`src/design/rc4_pkg.sv`:
```
// ----------------------------------------------------------------------------
// rc4_pkg : shared types and constants
// Byte type, S-box geometry and the request/response structs that pass
// between the top level and the cipher sequencer.
// ----------------------------------------------------------------------------
package rc4_pkg;

    localparam int SBOX_DEPTH = 256;
    localparam int SBOX_AW    = 8;

    typedef logic [7:0] byte_t;

    // S-box address of the last entry: ends the fill and the key schedule
    localparam logic [SBOX_AW-1:0] SBOX_LAST = 8'hFF;

    // operation codes
    localparam logic OP_KEY  = 1'b0;
    localparam logic OP_DATA = 1'b1;

    typedef struct packed {
        logic  accept;
        logic  operation;
        byte_t byte_in;
        logic  last_key_byte;
    } rc4_req_t;

    typedef struct packed {
        logic  busy;
        logic  done;
        byte_t result;
    } rc4_rsp_t;

endpackage

```
`src/design/rc4_ram.sv`:
```
// ----------------------------------------------------------------------------
// rc4_ram : generic single-write, single-read RAM
// One write port, one read port, registered read data (read-first).
// ----------------------------------------------------------------------------
module rc4_ram #(
    parameter int WIDTH = 8,
    parameter int DEPTH = 256,
    localparam int AW   = (DEPTH > 1) ? $clog2(DEPTH) : 1
) (
    input  logic             clk,
    input  logic             we,
    input  logic [AW-1:0]    waddr,
    input  logic [WIDTH-1:0] wdata,
    input  logic [AW-1:0]    raddr,
    output logic [WIDTH-1:0] rdata
);

    logic [WIDTH-1:0] mem_reg [DEPTH];
    logic [WIDTH-1:0] rdata_reg;

    always_ff @(posedge clk)
    begin
        if (we)
        begin
            mem_reg[waddr] <= wdata;
        end
        rdata_reg <= mem_reg[raddr];
    end

    assign rdata = rdata_reg;

endmodule

```
`src/design/rc4_ctrl.sv`:
```
// ----------------------------------------------------------------------------
// rc4_ctrl : RC4 sequencer around the S-box and key store RAMs
// Stores key bytes, runs identity fill plus key schedule, and generates
// one keystream byte per data transaction using the shared S-box port.
// ----------------------------------------------------------------------------
module rc4_ctrl
    import rc4_pkg::*;
#(
    parameter int MAX_KEY_BYTES = 256
) (
    input  logic     clk,
    input  logic     rst_n,
    input  rc4_req_t req,
    input  logic     out_ready,
    output rc4_rsp_t rsp
);

    localparam int KCW = $clog2(MAX_KEY_BYTES + 1);
    localparam int KAW = (MAX_KEY_BYTES > 1) ? $clog2(MAX_KEY_BYTES) : 1;
    localparam logic [KCW-1:0] KEY_MAX = KCW'(MAX_KEY_BYTES);

    localparam logic [3:0] ST_IDLE   = 4'd0;
    localparam logic [3:0] ST_FILL   = 4'd1;
    localparam logic [3:0] ST_KS_RD  = 4'd2;
    localparam logic [3:0] ST_KS_ACC = 4'd3;
    localparam logic [3:0] ST_KS_W1  = 4'd4;
    localparam logic [3:0] ST_KS_W2  = 4'd5;
    localparam logic [3:0] ST_D_RDJ  = 4'd6;
    localparam logic [3:0] ST_D_W1   = 4'd7;
    localparam logic [3:0] ST_D_W2   = 4'd8;
    localparam logic [3:0] ST_D_RDT  = 4'd9;
    localparam logic [3:0] ST_D_KS   = 4'd10;

    logic [3:0]         state_reg, state_next;
    logic [KCW-1:0]     key_count_reg, key_count_next;
    logic [KCW-1:0]     len_reg, len_next;
    logic [KAW-1:0]     pos_reg, pos_next;
    logic [SBOX_AW-1:0] n_reg, n_next;
    logic [SBOX_AW-1:0] acc_reg, acc_next;
    logic [SBOX_AW-1:0] i_reg, i_next;
    logic [SBOX_AW-1:0] j_reg, j_next;
    logic               keyed_reg, keyed_next;
    byte_t              si_reg, si_next;
    byte_t              sj_reg, sj_next;
    byte_t              data_reg, data_next;

    // S-box RAM port
    logic               s_we;
    logic [SBOX_AW-1:0] s_waddr;
    byte_t              s_wdata;
    logic [SBOX_AW-1:0] s_raddr;
    byte_t              s_rdata;

    // key store port
    logic               k_we;
    byte_t              k_rdata;
    logic               key_store_en;
    logic [SBOX_AW-1:0] acc_sum;

    rc4_ram #(
        .WIDTH (8),
        .DEPTH (SBOX_DEPTH)
    ) u_sbox (
        .clk   (clk),
        .we    (s_we),
        .waddr (s_waddr),
        .wdata (s_wdata),
        .raddr (s_raddr),
        .rdata (s_rdata)
    );

    rc4_ram #(
        .WIDTH (8),
        .DEPTH (MAX_KEY_BYTES)
    ) u_key (
        .clk   (clk),
        .we    (k_we),
        .waddr (key_count_reg[KAW-1:0]),
        .wdata (req.byte_in),
        .raddr (pos_reg),
        .rdata (k_rdata)
    );

    assign key_store_en = (key_count_reg < KEY_MAX);
    assign k_we = (state_reg == ST_IDLE) && req.accept && (req.operation == OP_KEY)
                  && key_store_en;
    assign acc_sum = acc_reg + k_rdata + s_rdata;

    always_comb
    begin
        state_next     = state_reg;
        key_count_next = key_count_reg;
        len_next       = len_reg;
        pos_next       = pos_reg;
        n_next         = n_reg;
        acc_next       = acc_reg;
        i_next         = i_reg;
        j_next         = j_reg;
        keyed_next     = keyed_reg;
        si_next        = si_reg;
        sj_next        = sj_reg;
        data_next      = data_reg;
        s_we           = 1'b0;
        s_waddr        = n_reg;
        s_wdata        = n_reg;
        s_raddr        = n_reg;
        rsp.busy       = (state_reg != ST_IDLE);
        rsp.done       = 1'b0;
        rsp.result     = data_reg ^ s_rdata;

        unique case (state_reg)
            ST_IDLE:
            begin
                // pre-read S[i+1] so it is ready the cycle after a data accept
                s_raddr = i_reg + 8'd1;
                if (req.accept)
                begin
                    if (req.operation == OP_KEY)
                    begin
                        if (key_store_en)
                        begin
                            key_count_next = key_count_reg + KCW'(1);
                        end
                        if (req.last_key_byte)
                        begin
                            len_next       = key_store_en ? key_count_reg + KCW'(1)
                                                          : key_count_reg;
                            key_count_next = '0;
                            n_next         = '0;
                            state_next     = ST_FILL;
                        end
                    end
                    else if (keyed_reg)
                    begin
                        i_next     = i_reg + 8'd1;
                        data_next  = req.byte_in;
                        state_next = ST_D_RDJ;
                    end
                end
            end
            ST_FILL:
            begin
                s_we   = 1'b1;
                n_next = n_reg + 8'd1;
                if (n_reg == SBOX_LAST)
                begin
                    acc_next   = '0;
                    pos_next   = '0;
                    state_next = ST_KS_RD;
                end
            end
            ST_KS_RD:
            begin
                state_next = ST_KS_ACC;
            end
            ST_KS_ACC:
            begin
                si_next    = s_rdata;
                acc_next   = acc_sum;
                s_raddr    = acc_sum;
                state_next = ST_KS_W1;
            end
            ST_KS_W1:
            begin
                s_we       = 1'b1;
                s_wdata    = s_rdata;
                state_next = ST_KS_W2;
            end
            ST_KS_W2:
            begin
                s_we    = 1'b1;
                s_waddr = acc_reg;
                s_wdata = si_reg;
                n_next  = n_reg + 8'd1;
                if (KCW'(pos_reg) + KCW'(1) >= len_reg)
                begin
                    pos_next = '0;
                end
                else
                begin
                    pos_next = pos_reg + KAW'(1);
                end
                if (n_reg == SBOX_LAST)
                begin
                    i_next     = '0;
                    j_next     = '0;
                    keyed_next = 1'b1;
                    state_next = ST_IDLE;
                end
                else
                begin
                    state_next = ST_KS_RD;
                end
            end
            ST_D_RDJ:
            begin
                si_next    = s_rdata;
                j_next     = j_reg + s_rdata;
                s_raddr    = j_reg + s_rdata;
                state_next = ST_D_W1;
            end
            ST_D_W1:
            begin
                sj_next    = s_rdata;
                s_we       = 1'b1;
                s_waddr    = i_reg;
                s_wdata    = s_rdata;
                state_next = ST_D_W2;
            end
            ST_D_W2:
            begin
                s_we       = 1'b1;
                s_waddr    = j_reg;
                s_wdata    = si_reg;
                state_next = ST_D_RDT;
            end
            ST_D_RDT:
            begin
                s_raddr    = si_reg + sj_reg;
                state_next = ST_D_KS;
            end
            ST_D_KS:
            begin
                // address held so the read data stays valid while output is full
                s_raddr = si_reg + sj_reg;
                if (out_ready)
                begin
                    rsp.done   = 1'b1;
                    state_next = ST_IDLE;
                end
            end
            default:
            begin
                state_next = ST_IDLE;
            end
        endcase
    end

    always_ff @(posedge clk or negedge rst_n)
    begin
        if (!rst_n)
        begin
            state_reg     <= ST_IDLE;
            key_count_reg <= '0;
            len_reg       <= '0;
            pos_reg       <= '0;
            n_reg         <= '0;
            acc_reg       <= '0;
            i_reg         <= '0;
            j_reg         <= '0;
            keyed_reg     <= 1'b0;
        end
        else
        begin
            state_reg     <= state_next;
            key_count_reg <= key_count_next;
            len_reg       <= len_next;
            pos_reg       <= pos_next;
            n_reg         <= n_next;
            acc_reg       <= acc_next;
            i_reg         <= i_next;
            j_reg         <= j_next;
            keyed_reg     <= keyed_next;
        end
    end

    always_ff @(posedge clk)
    begin
        si_reg   <= si_next;
        sj_reg   <= sj_next;
        data_reg <= data_next;
    end

endmodule

```
`config.mk`:
```
export PLATFORM = sky130hd
export DESIGN_NAME = rc4_ctrl
export DESIGN_NICKNAME = d
export VERILOG_FILES = /design/src/design/rc4_pkg.sv /design/src/design/rc4_ram.sv /design/src/design/rc4_ctrl.sv
export SDC_FILE = /design/constraint.sdc
export NUM_CORES = 2
export LEC_CHECK = 0
export BUFFER_PORTS_ARGS = -buffer_cell sky130_fd_sc_hd__buf_2
export CAP_MARGIN = 20
export CORE_MARGIN = 5
export CORE_UTILIZATION = 45
export CTS_CLUSTER_DIAMETER = 100
export DETAILED_ROUTE_END_ITERATION = 8
export PLACE_DENSITY = 0.58
export SETUP_SLACK_MARGIN = 0.05
export SYNTH_ARGS = -nofsm -noshare
export SYNTH_HDL_FRONTEND = slang
export SYNTH_SLANG_ARGS = --single-unit
```
`constraint.sdc`:
```
create_clock -name clk -period 5.7 [get_ports clk]
set_input_delay 1.14 -clock clk [delete_from_list [all_inputs] [get_ports clk]]
set_output_delay 1.14 -clock clk [all_outputs]
set_load 0.1 [all_outputs]
```
==> impl_metrics.yaml <==
status:
  outcome: "finished, final reports clean"
floorplan:
  core_area_um2: 371000
  die_area_um2: 384000
  num_rows: 224
  die_w_um: 620
  die_h_um: 620
  top_level_ports: 24
  start_util_pct: 45.1
worst_hold_path:
  hp-class: "input port to asynchronous set/reset pin"
cts:
  h-tree-depth: 5
  cts_setup_buffers: 0
  cts.hold.buffers_added: 0
  cts-root-buf: "clkbuf_16"
  cts_tree: "yes"
  cts_buffer_depth: 4
  cts_sinks: 4199
  clk_pin_slew_ps: 70
  cts_buffers: 428
  post_cts_resized: 0
  clkLatencyLatePin_ps: 990
sta:
  worst_pin_slew_ps: 1360
  min_period_ps: 5620
  fin_skew_ps: 57.3
  finalSetupViolations: 0
  slew-limit-headroom_pct: 6.66
  hold_viol_final: 0
  fin_crit_sh_pct: 98.6
  maxSlewViolCount: 0
  tns_ps: 0
  max_freq_ghz: 0.178
  rsz0062_at_grt: "no"
worst_setup_path:
  path_cells: "inv_1 > fa_1 > inv_1 > ha_1 > inv_1 > fa_1 > xnor2_1 > nand2_1 > o211ai_1 > o32ai_4 > buf_12 > nor2_4 > buf_4 > a32oi_1 > a21oi_1 > o31ai_1 > buf_4 > o311ai_1"
  crit_top_cell: "inv_1"
  crit-reg2reg-launch: "u_sbox.rdata[1]"
  endpoint_kind: "flip-flop"
  cpLargestDelayFamily: "compound AO/OA/AOI/OAI gates"
  critPathMaxStageDelay_ps: 790
  setup.worst_path.start: "u_sbox.rdata[1]"
  critPathLaunchType: "flip-flop"
  slowest_stage: "o31ai_1"
  cp.arrival_ps: 6380
  critPathKind: "flip-flop to flip-flop"
  worst-path-buf-inv: 6
  cp_max_fo: 31
  worstPathRequired_ps: 6460
synth:
  yosysSeqAreaShare_pct: 75.1
  synthDistinctLibCells: 92
  yosysWarnings: 0
  syn_avg_cell_area_um2: 17.0
  syn_nets: 9920
  ys_ff_latch: 4199
  ys.flop_type: "edfxtp_1"
  syn_area_um2: 167000
  synth-edff-count: 4120
  syn_inst: 9860
  synth-async-reset-ratio_pct: 1.50
grt:
  antenna_found_initial: 25
  grt_use_total_pct: 24.9
  grt_pass1_vias: 91900
  overflow: 0
  grt_pass1_wl_mm: 695
  grt_max_degree: 159
detailed_routing:
  first_iter_violations: 11800
  drc_errors: 0
  postRouteAntennaNets: 0
  drt-wirelength-per-cell_um: 31.2
  first_pass_iters: 6
  via_per_inst: 6.04
  vias: 94100
  wl_mm: 487
final_layout:
  multi_input_area_um2: 38900
  final_common_cell: "edfxtp_1"
  area_delta_synth_final_pct: 13.7
  regArea_um2: 126000
  final_cell_mix: "4,120 x edfxtp_1, 1,605 x nand2_1, 732 x nand3_1"
  final_layout_size_suffix_gt1_share_pct: 18.9
  fillCellCount: 30100
  final_nets: 10300
placement:
  port_buffers: 23
  dp_hpwl_mm: 302
  place_congestion: 0.931
run:
  timing.max_cap.violations: 0
-- synthesized netlist by cell type, types with 14 or more instances --
library cell | instances | area share [%]
xnor2_1 | 14 | 0.073
buf_4 | 65 | 0.29
o211ai_1 | 23 | 0.10
nor4_1 | 29 | 0.11
nor2_1 | 582 | 1.3
inv_1 | 42 | 0.094
edfxtp_1 | 4120 | 74
nand2_1 | 1625 | 3.6
o21ai_0 | 79 | 0.24
a211oi_1 | 40 | 0.18
nor3_1 | 27 | 0.081
clkbuf_1 | 267 | 0.60
nand3_1 | 740 | 2.2
a221oi_1 | 35 | 0.18
dfrtp_1 | 63 | 0.94
a22oi_1 | 56 | 0.25
buf_1 | 78 | 0.17
buf_2 | 212 | 0.63
nor2b_1 | 25 | 0.093
a32o_1 | 16 | 0.096
and3_1 | 105 | 0.39
a21o_1 | 20 | 0.090
a32oi_1 | 44 | 0.23
a311oi_1 | 30 | 0.16
mux4_2 | 730 | 9.8
o22ai_1 | 14 | 0.052
a31oi_1 | 116 | 0.43
xor2_1 | 25 | 0.13
mux2i_1 | 201 | 1.2
dfxtp_1 | 16 | 0.19
ha_1 | 36 | 0.27
a21oi_1 | 116 | 0.35
o2111ai_1 | 17 | 0.089
nand4_1 | 36 | 0.13
o221ai_1 | 14 | 0.073
-- logic make-up (layout without fill, tap and decap cells) --
group	Yosys count	in the layout	share of synthesized area [%]
AO/OA/AOI/OAI	727	727	3.10
XOR/XNOR	40	40	0.218
adder cells (fa/ha/maj)	47	47	0.395
buffers and inverters	674	1404	1.86
flip-flops	4199	4199	75.1
multiplexers	941	941	11.1
other	0	11	0
AND/OR/NAND/NOR	3232	3232	8.26
-- worst reg2reg max path: stages (launching register included) --
cell      delay (ps)
dfxtp_1          360
inv_1            110
fa_1             470
inv_1             80
ha_1             180
inv_1             70
fa_1             460
xnor2_1          150
nand2_1           90
o211ai_1         150
o32ai_4          610
buf_12           330
nor2_4           100
buf_4            320
a32oi_1          430
a21oi_1          230
o31ai_1          790
buf_4            230
o311ai_1         230
-- per-layer routing --
metal | up-vias | track usage, % | share of wire [%]
met4 | 10 | 9.28 | 4.2
met1 | 49200 | 34.6 | 40
met3 | 893 | 4.65 | 8.3
met5 | - | 0 | 0.016
li1 | 39400 | - | -
met2 | 4599 | 39.5 | 47
-- worst paths after layout --
kind | end | slack (ps) | depth (start not counted)
min reg2reg | len_reg[7] | 500 | 2
max in group asynchronous | pos_reg[1] | 4620 | 1
max reg2reg | u_sbox.rdata[3] | 80 | 18
max | u_sbox.rdata[3] | 80 | 18
min in group clk | len_reg[7] | 500 | 2
min | state_reg[3] | 260 | 1
-- final cells by class --
class / instances / share of cell area, %
Clock inverter: 257 / 1.40
Sequential cell: 4199 / 66.0
Antenna cell: 11 / 0.0145
Multi-Input combinational cell: 4987 / 20.4
Clock buffer: 526 / 5.90
Tap cell: 4972 / 3.27
Inverter: 42 / 0.0828
Timing Repair Buffer: 579 / 2.87
-- per-stage QoR --
stage | std cells | util, % | hold slack, ps | area, µm² | setup WS (ps)
after detailed placement | 14800 | 47.5 | 486 | 176000 | 290
after global routing | 15600 | 51.2 | 344 | 190000 | 44.4
after CTS | 15600 | 51.2 | 278 | 190000 | 252
final | 15600 | 51.2 | 262 | 190000 | 81.1
after floorplan | 9860 | - | 450 | 167000 | 277
after global placement | 14800 | 47.5 | 478 | 176000 | 56.4
Power is left out: the tool's default activity adds up to more than one toggle a clock period on the data nets, which glitch-free logic cannot reach.
